--- config.mk ---
export PLATFORM = sky130hd
export DESIGN_NAME = inode_cache_table_top
export DESIGN_NICKNAME = d
export VERILOG_FILES = /design/src/rtl/icache_pkg.sv /design/src/rtl/icache_front.sv /design/src/rtl/icache_back.sv /design/src/rtl/inode_cache_table_top.sv
export SDC_FILE = /design/constraint.sdc
export NUM_CORES = 2
export LEC_CHECK = 0
export BUFFER_PORTS_ARGS = -buffer_cell sky130_fd_sc_hd__buf_2
export CAP_MARGIN = 20
export CORE_MARGIN = 2
export CORE_UTILIZATION = 35
export DETAILED_ROUTE_END_ITERATION = 10
export MAX_ROUTING_LAYER = met4
export PLACE_DENSITY_LB_ADDON = 0.25
export SYNTH_ARGS = -nofsm -noshare
export SYNTH_HDL_FRONTEND = slang
export SYNTH_SLANG_ARGS = --single-unit
--- constraint.sdc ---
create_clock -name clock -period 6.57 [get_ports clock]
set_clock_uncertainty 0.15 [all_clocks]
set_input_delay 0.657 -clock clock [delete_from_list [all_inputs] [get_ports clock]]
set_output_delay 0.657 -clock clock [all_outputs]
set_load 0.005 [all_outputs]
--- src/rtl/icache_pkg.sv ---
// Package for the inode cache table: slot count, status codes, request types.
// No dependencies; used by every module of the block.
`default_nettype none
package icache_pkg;
   localparam int TABLE_SLOTS = 32;
   localparam int SLOT_W = $clog2(TABLE_SLOTS);
   localparam int QUEUE_DEPTH = 2;

   localparam logic [1:0] MODE_GET = 2'd0;
   localparam logic [1:0] MODE_PUT = 2'd1;
   localparam logic [1:0] MODE_MARK = 2'd2;

   localparam logic [2:0] ST_HIT = 3'd0;
   localparam logic [2:0] ST_LOADED = 3'd1;
   localparam logic [2:0] ST_FULL = 3'd2;
   localparam logic [2:0] ST_RELEASED = 3'd3;
   localparam logic [2:0] ST_FREED = 3'd4;
   localparam logic [2:0] ST_ERROR = 3'd5;
   localparam logic [2:0] ST_MARKED = 3'd6;

   typedef enum logic [1:0] {
      OP_GET = 2'd0,
      OP_PUT = 2'd1,
      OP_MARK = 2'd2,
      OP_ERROR = 2'd3
   } op_type;

   typedef struct packed {
      op_type op;
      logic [15:0] number;
      logic [15:0] device;
      logic [4:0] slot_index;
      logic links_zero;
   } cmd_type;
endpackage
`default_nettype wire

--- src/rtl/icache_front.sv ---
// Front part: accepts requests, classifies them and queues commands.
// Depends on icache_pkg.
`default_nettype none
module icache_front
   import icache_pkg::*;
(
   input wire logic clock,
   input wire logic reset,
   input wire logic req_valid,
   output logic req_ready,
   input wire logic [1:0] req_mode,
   input wire logic [15:0] req_inode_number,
   input wire logic [15:0] req_device,
   input wire logic [4:0] req_slot_index,
   input wire logic req_links_zero,
   output logic cmd_valid,
   input wire logic cmd_ready,
   output cmd_type cmd
);
   localparam int PW = $clog2(QUEUE_DEPTH);
   cmd_type queue_ff [QUEUE_DEPTH];
   logic [PW-1:0] wr_ptr_ff, rd_ptr_ff;
   logic [PW:0] count_ff;
   cmd_type cmd_in;
   logic push, pop;

   always_comb begin
      cmd_in.number = req_inode_number;
      cmd_in.device = req_device;
      cmd_in.slot_index = req_slot_index;
      cmd_in.links_zero = req_links_zero;
      case (req_mode)
         MODE_GET: cmd_in.op = OP_GET;
         MODE_PUT: cmd_in.op = OP_PUT;
         MODE_MARK: cmd_in.op = OP_MARK;
         default: cmd_in.op = OP_ERROR;
      endcase
   end

   assign req_ready = count_ff != (PW+1)'(QUEUE_DEPTH);
   assign push = req_valid && req_ready;
   assign cmd_valid = count_ff != '0;
   assign pop = cmd_valid && cmd_ready;
   assign cmd = queue_ff[rd_ptr_ff];

   always_ff @(posedge clock) begin
      if (push) begin
         queue_ff[wr_ptr_ff] <= cmd_in;
      end
      if (reset) begin
         wr_ptr_ff <= '0;
         rd_ptr_ff <= '0;
         count_ff <= '0;
      end else begin
         if (push) wr_ptr_ff <= wr_ptr_ff + 1'b1;
         if (pop) rd_ptr_ff <= rd_ptr_ff + 1'b1;
         count_ff <= count_ff + (PW+1)'(push) - (PW+1)'(pop);
      end
   end

   a_count_bound: assert property (@(posedge clock) disable iff (reset)
      count_ff <= (PW+1)'(QUEUE_DEPTH)) else $error("queue overfill");
   a_no_push_full: assert property (@(posedge clock) disable iff (reset)
      count_ff == (PW+1)'(QUEUE_DEPTH) |-> !push) else $error("push when full");
   a_ptr_gap: assert property (@(posedge clock) disable iff (reset)
      (count_ff == '0) |-> (wr_ptr_ff == rd_ptr_ff)) else $error("pointer skew");
endmodule
`default_nettype wire

--- src/rtl/icache_back.sv ---
// Back part: slot table, lookup, victim scan, put and mark handling, result register.
// Depends on icache_pkg.
`default_nettype none
module icache_back
   import icache_pkg::*;
(
   input wire logic clock,
   input wire logic reset,
   input wire logic cmd_valid,
   output logic cmd_ready,
   input cmd_type cmd,
   output logic rsp_valid,
   input wire logic rsp_ready,
   output logic [2:0] rsp_status,
   output logic [4:0] rsp_slot,
   output logic rsp_writeback_valid,
   output logic [15:0] rsp_writeback_number,
   output logic [15:0] rsp_writeback_device,
   output logic rsp_read_valid,
   output logic [15:0] rsp_read_number,
   output logic [15:0] rsp_read_device,
   output logic rsp_free_valid,
   output logic [15:0] rsp_free_number
);
   typedef enum logic [1:0] {S_IDLE, S_LOOKUP, S_SCAN, S_RESP} state_type;
   localparam int CW = $clog2(TABLE_SLOTS + 1);

   state_type state_ff;
   cmd_type cmd_ff;
   logic [15:0] num_ff [TABLE_SLOTS];
   logic [15:0] dev_ff [TABLE_SLOTS];
   logic [7:0] ref_ff [TABLE_SLOTS];
   logic dirty_ff [TABLE_SLOTS];
   logic [SLOT_W-1:0] victim_ff;
   logic [CW-1:0] scanned_ff;
   logic hit_ff;
   logic [SLOT_W-1:0] hit_slot_ff;

   logic [2:0] status_ff;
   logic [4:0] slot_ff;
   logic wb_v_ff, rd_v_ff, fr_v_ff;
   logic [15:0] wb_num_ff, wb_dev_ff, rd_num_ff, rd_dev_ff, fr_num_ff;

   logic hit_in;
   logic [SLOT_W-1:0] hit_slot_in;
   logic [SLOT_W-1:0] victim_nx;
   logic in_range;
   logic [SLOT_W-1:0] sidx;

   always_comb begin
      hit_in = 1'b0;
      hit_slot_in = '0;
      for (int i = TABLE_SLOTS - 1; i >= 0; i--) begin
         if (num_ff[i] == cmd_ff.number && dev_ff[i] == cmd_ff.device) begin
            hit_in = 1'b1;
            hit_slot_in = SLOT_W'(i);
         end
      end
   end

   assign victim_nx = (victim_ff == SLOT_W'(TABLE_SLOTS - 1)) ? '0 : victim_ff + 1'b1;
   assign in_range = {27'd0, cmd_ff.slot_index} < 32'(TABLE_SLOTS);
   assign sidx = SLOT_W'(cmd_ff.slot_index);
   assign cmd_ready = state_ff == S_IDLE;
   assign rsp_valid = state_ff == S_RESP;
   assign rsp_status = status_ff;
   assign rsp_slot = slot_ff;
   assign rsp_writeback_valid = wb_v_ff;
   assign rsp_writeback_number = wb_num_ff;
   assign rsp_writeback_device = wb_dev_ff;
   assign rsp_read_valid = rd_v_ff;
   assign rsp_read_number = rd_num_ff;
   assign rsp_read_device = rd_dev_ff;
   assign rsp_free_valid = fr_v_ff;
   assign rsp_free_number = fr_num_ff;

   always_ff @(posedge clock) begin
      if (reset) begin
         state_ff <= S_IDLE;
         victim_ff <= '0;
         for (int i = 0; i < TABLE_SLOTS; i++) begin
            num_ff[i] <= '0;
            dev_ff[i] <= '0;
            ref_ff[i] <= '0;
            dirty_ff[i] <= 1'b0;
         end
      end else begin
         case (state_ff)
            S_IDLE: begin
               if (cmd_valid) begin
                  cmd_ff <= cmd;
                  state_ff <= S_LOOKUP;
               end
            end
            S_LOOKUP: begin
               status_ff <= ST_ERROR;
               slot_ff <= cmd_ff.slot_index;
               wb_v_ff <= 1'b0;
               wb_num_ff <= '0;
               wb_dev_ff <= '0;
               rd_v_ff <= 1'b0;
               rd_num_ff <= '0;
               rd_dev_ff <= '0;
               fr_v_ff <= 1'b0;
               fr_num_ff <= '0;
               hit_ff <= hit_in;
               hit_slot_ff <= hit_slot_in;
               scanned_ff <= '0;
               state_ff <= S_RESP;
               case (cmd_ff.op)
                  OP_GET: begin
                     state_ff <= S_SCAN;
                  end
                  OP_PUT: begin
                     if (in_range && ref_ff[sidx] != 8'd0) begin
                        if (ref_ff[sidx] > 8'd1) begin
                           ref_ff[sidx] <= ref_ff[sidx] - 8'd1;
                           status_ff <= ST_RELEASED;
                        end else if (cmd_ff.links_zero) begin
                           status_ff <= ST_FREED;
                           fr_v_ff <= 1'b1;
                           fr_num_ff <= num_ff[sidx];
                           num_ff[sidx] <= '0;
                           dev_ff[sidx] <= '0;
                           ref_ff[sidx] <= '0;
                           dirty_ff[sidx] <= 1'b0;
                        end else begin
                           status_ff <= ST_RELEASED;
                           ref_ff[sidx] <= '0;
                           if (dirty_ff[sidx]) begin
                              wb_v_ff <= 1'b1;
                              wb_num_ff <= num_ff[sidx];
                              wb_dev_ff <= dev_ff[sidx];
                              dirty_ff[sidx] <= 1'b0;
                           end
                        end
                     end
                  end
                  OP_MARK: begin
                     if (in_range) begin
                        dirty_ff[sidx] <= 1'b1;
                        status_ff <= ST_MARKED;
                     end
                  end
                  default: begin
                     slot_ff <= '0;
                  end
               endcase
            end
            S_SCAN: begin
               if (hit_ff) begin
                  if (ref_ff[hit_slot_ff] != 8'hff)
                     ref_ff[hit_slot_ff] <= ref_ff[hit_slot_ff] + 8'd1;
                  status_ff <= ST_HIT;
                  slot_ff <= 5'(hit_slot_ff);
                  state_ff <= S_RESP;
               end else if (scanned_ff == CW'(TABLE_SLOTS)) begin
                  status_ff <= ST_FULL;
                  slot_ff <= '0;
                  state_ff <= S_RESP;
               end else begin
                  victim_ff <= victim_nx;
                  scanned_ff <= scanned_ff + 1'b1;
                  if (ref_ff[victim_ff] == 8'd0) begin
                     status_ff <= ST_LOADED;
                     slot_ff <= 5'(victim_ff);
                     if (dirty_ff[victim_ff]) begin
                        wb_v_ff <= 1'b1;
                        wb_num_ff <= num_ff[victim_ff];
                        wb_dev_ff <= dev_ff[victim_ff];
                     end
                     num_ff[victim_ff] <= cmd_ff.number;
                     dev_ff[victim_ff] <= cmd_ff.device;
                     ref_ff[victim_ff] <= 8'd1;
                     dirty_ff[victim_ff] <= 1'b0;
                     rd_v_ff <= 1'b1;
                     rd_num_ff <= cmd_ff.number;
                     rd_dev_ff <= cmd_ff.device;
                     state_ff <= S_RESP;
                  end
               end
            end
            S_RESP: begin
               if (rsp_ready) state_ff <= S_IDLE;
            end
            default: state_ff <= S_IDLE;
         endcase
      end
   end

   a_scan_bound: assert property (@(posedge clock) disable iff (reset)
      state_ff == S_SCAN |-> scanned_ff <= CW'(TABLE_SLOTS)) else $error("scan overrun");
   a_loaded_read: assert property (@(posedge clock) disable iff (reset)
      rsp_valid && rsp_status == ST_LOADED |-> rsp_read_valid) else $error("load w/o read");
   a_free_clear: assert property (@(posedge clock) disable iff (reset)
      rsp_valid && rsp_status != ST_FREED |-> !rsp_free_valid) else $error("stray free");
endmodule
`default_nettype wire

--- src/rtl/inode_cache_table_top.sv ---
// Inode cache table top: request queue front and table back part.
// A request passes the front queue, then the back part's IDLE, LOOKUP and RESP states;
// a get also passes SCAN, which stops on a hit, a free victim or a fully scanned table.
// The back part takes no new command until its last response has been taken.
// Reset: synchronous, clears all slots, the victim pointer and the queue.
// Depends on icache_pkg, icache_front, icache_back.
`default_nettype none
module inode_cache_table_top
   import icache_pkg::*;
(
   input wire logic clock,
   input wire logic reset,
   input wire logic req_valid,
   output logic req_ready,
   input wire logic [1:0] req_mode,
   input wire logic [15:0] req_inode_number,
   input wire logic [15:0] req_device,
   input wire logic [4:0] req_slot_index,
   input wire logic req_links_zero,
   output logic rsp_valid,
   input wire logic rsp_ready,
   output logic [2:0] rsp_status,
   output logic [4:0] rsp_slot,
   output logic rsp_writeback_valid,
   output logic [15:0] rsp_writeback_number,
   output logic [15:0] rsp_writeback_device,
   output logic rsp_read_valid,
   output logic [15:0] rsp_read_number,
   output logic [15:0] rsp_read_device,
   output logic rsp_free_valid,
   output logic [15:0] rsp_free_number
);
   logic cmd_valid, cmd_ready;
   cmd_type cmd;

   icache_front u_front (
      .clock, .reset, .req_valid, .req_ready, .req_mode, .req_inode_number,
      .req_device, .req_slot_index, .req_links_zero,
      .cmd_valid, .cmd_ready, .cmd
   );

   icache_back u_back (
      .clock, .reset, .cmd_valid, .cmd_ready, .cmd,
      .rsp_valid, .rsp_ready, .rsp_status, .rsp_slot,
      .rsp_writeback_valid, .rsp_writeback_number, .rsp_writeback_device,
      .rsp_read_valid, .rsp_read_number, .rsp_read_device,
      .rsp_free_valid, .rsp_free_number
   );
endmodule
`default_nettype wire
==> qor.yml <==
ant_nets: 0
cts.sinks: 1551
grt_pass1_vias: 62900
layout_common_cells: "edfxtp_1 (1535), nor2_1 (1426), mux4_2 (807)"
ys_types: 77
cp_data_required_time_ns: 6.89
fmax_mhz: 176
syn_area_per_cell_sq_um: 13.4
place_inst: 9956
power.density_nw_per_um2: 332
yosys-top-cells-area: "edfxtp_1 (51%), mux4_2 (20%), nor2_1 (5.9%), xor2_1 (5.2%), xnor2_1 (4.9%)"
clk_latency_ns: 0.86
share_seq_of_total_power_pct: 35.9
max_cap_viol_count: 0
ctsResizeCount: 0
ir_worst_vdd_mv: 0.317
yosysWarnings: 0
syn2layout_area_growth_pct: 14.0
num_rows: 186
grt_pass1_wl_mm: 566
place_congestion: 1.07
synth_area_sq_um: 90400
cts_buffers: 183
antenna_found_initial: 44
hold_viol_final: 0
clockPowerShare_pct: 31.8
grt_max_degree: 89
nFillCells: 23900
power.internal_mw: 21.5
cts_hold_buf: 40
slew_headroom_pct: 16.4
async_flop_share_pct: 0
coreArea_sq_um: 257000
io-pin-count: 137
min_period_ns: 5.68
vias: 66800
crit_path_end_kind: "register"
synth_top_area_share_pct: 51.0
drtIter0Drc: 12900
final_common_cell: "edfxtp_1"
htree_levels: 4
p_comb_share_pct: 32.2
synthCells: 6736
switching_share_pct: 37.0
place_hpwl_mm: 307
drc: 0
tightest_slew_ns: 1.24
cp_cell_sequence: "inv_2, mux4_2, a2111oi_0, a311oi_1, o211ai_1, o211ai_1, or4b_1, and3_1, nor3b_2, nand2_2, nand2b_1"
leakage_nw: 33.5
die_h_microns: 512
multi_input_area_sq_um: 41800
synth-adder-area-share_pct: 0.249
startpoint: "u_back.sidx[0]$_DFFE_PP_"
grt_setup_unrepaired: "no"
p_total_mw: 34.2
drt-total-wl_mm: 424
crit_path_start_kind: "register"
timing.hold.ws_ns: 0.108
synth_top_family_by_area: "multiplexers"
cp_slowest_cell: "a2111oi_0"
initial_core_util_pct: 35.2
syn-num-nets: 6798
final_util_pct: 40.1
hold_path.class: "primary input to register"
cts-root-buf: "clkbuf_16"
arrival_ns: 6.00
synth-main-ff-cell: "edfxtp_1"
path_class: "register to register"
synthMuxAreaShare_pct: 22.1
cts_tree: "done"
ys_ff_latch: 1551
dr.pass1.iters: 6
postCtsSetupBuffers: 0
numPortBuffers: 136
ff_latch_area_sq_um: 46400
clk_pin_slew_worst_paths_ns: 0.06
fin_setup_tns_ns: 0
synth-compound-area-share_pct: 2.41
grt-ovfl-total: 0
fin_nets: 6861
fin_crit_sh_pct: 86.5
die_area_sq_um: 262000
design_area_sq_um: 103000
yosys.area_share.simple_pct: 10.8
drive_above_1_share_pct: 25.8
yosysTopAreaCell: "edfxtp_1"
final_cell_count_no_fill: 10400
synth_edf_count: 1535
slew_violations: 0
min-delay-start: "req_valid"
yosysSeqAreaShare_pct: 51.4
wire_per_inst_microns: 40.9
synth-xor-area-share_pct: 10.1
status: "complete, no violations"
die_x_microns: 512
crit_path_max_incr_delay_ns: 0.74
crit_fanout: 9
timing.final.ws_setup_ns: 0.889
track_usage_pct: 32.6
setup_violations: 0
clk_path_buf_depth: 3
viasPerCell: 6.45
r2r_start: "u_back.sidx[0]$_DFFE_PP_"
p_sw_mw: 12.7
dp_slack_ns: 1.11
placed_area_sq_um: 96300
cp_common_cell: "o211ai_1"
==> layer usage <==
metal	up-vias	wire, microns	GRT usage [%]
met5	-	0	-
met4	0	30200	18.3
met3	983	59300	10.3
met2	5597	178000	45.3
met1	34700	156000	41.9
li1	25500	-	-
==> registers in the layout (all words and copies together) (netlist names), 3 cells and up, named ones only <==
name                         cells
u_back.dev_ff                  512
u_back.hit_slot_ff               5
u_back.rsp_status                3
u_back.rsp_read_number          16
u_back.ref_ff                  256
u_back.rsp_writeback_device     16
u_front.queue_ff                80
u_back.cmd_ff                   35
u_back.victim_ff                 5
u_back.scanned_ff                6
u_back.rsp_slot                  5
u_back.num_ff                  512
u_back.sidx                      5
u_back.rsp_read_device          16
u_back.rsp_free_number          16
u_back.rsp_writeback_number     16
u_back.dirty_ff                 32
==> power by group through the flow <==
stage / Sequential [mW] / Combinational, mW / Clock (mW)
floorplan: 12.0 / 5.87 / 0
global placement: 12.4 / 10.6 / 0
detailed placement: 12.4 / 10.6 / 0
CTS: 12.2 / 10.7 / 10.9
global route: 12.3 / 11.1 / 11.3
finish: 12.3 / 11.0 / 10.9
==> worst max-delay path, delay by kind of cell, from the launching register on <==
family / cells / cell delay (ns)
mux: 1 / 0.59
compound gates: 4 / 1.59
flops: 1 / 0.60
simple gates: 5 / 1.91
buf+inv: 1 / 0.46
==> worst paths after layout <==
| kind | end | slack [ns] | cells past startpoint |
|---|---|---|---|
| setup reg to reg | u_back.ref_ff[2][7]$_SDFFCE_PN0P_ | 0.89 | 11 |
| setup / recovery | u_back.ref_ff[2][7]$_SDFFCE_PN0P_ | 0.89 | 11 |
| hold / removal | u_front.wr_ptr_ff$_SDFFE_PP0P_ | 0.11 | 4 |
| hold reg to reg | u_front.rd_ptr_ff$_SDFFE_PP0P_ | 0.37 | 2 |
==> cells in the mapped netlist (all sizes together), types with 36 or more instances <==
master / instances
xnor2: 510
mux2: 87
and2: 43
edfxtp: 1535
nand2: 189
nor2: 1428
xor2: 533
nor3: 36
mux4: 807
nor4: 197
a21oi: 46
mux2i: 81
buf: 235
nand2b: 43
clkbuf: 388
inv: 38
nand4: 168
o31ai: 48
==> final cells by class <==
| class | count | area share, % |
|---|---|---|
| clock buffer | 208 | 4.57 |
| multi-input combinational | 4522 | 40.6 |
| antenna | 23 | 0.0559 |
| sequential | 1551 | 45.1 |
| inverter | 40 | 0.156 |
| timing repair buffer | 501 | 3.89 |
| tap | 3384 | 4.11 |
| clock inverter | 134 | 1.52 |
==> cell families after synthesis <==
family                     Yosys count
DFF                               1551
AOI/OAI and AO/OA                  289
xor gates and xnor gates          1043
muxes                              975
buffers and inverters              663
adders and majority gates           18
and+or+nand+nor                   2197
(Power assumes the default switching activity.)
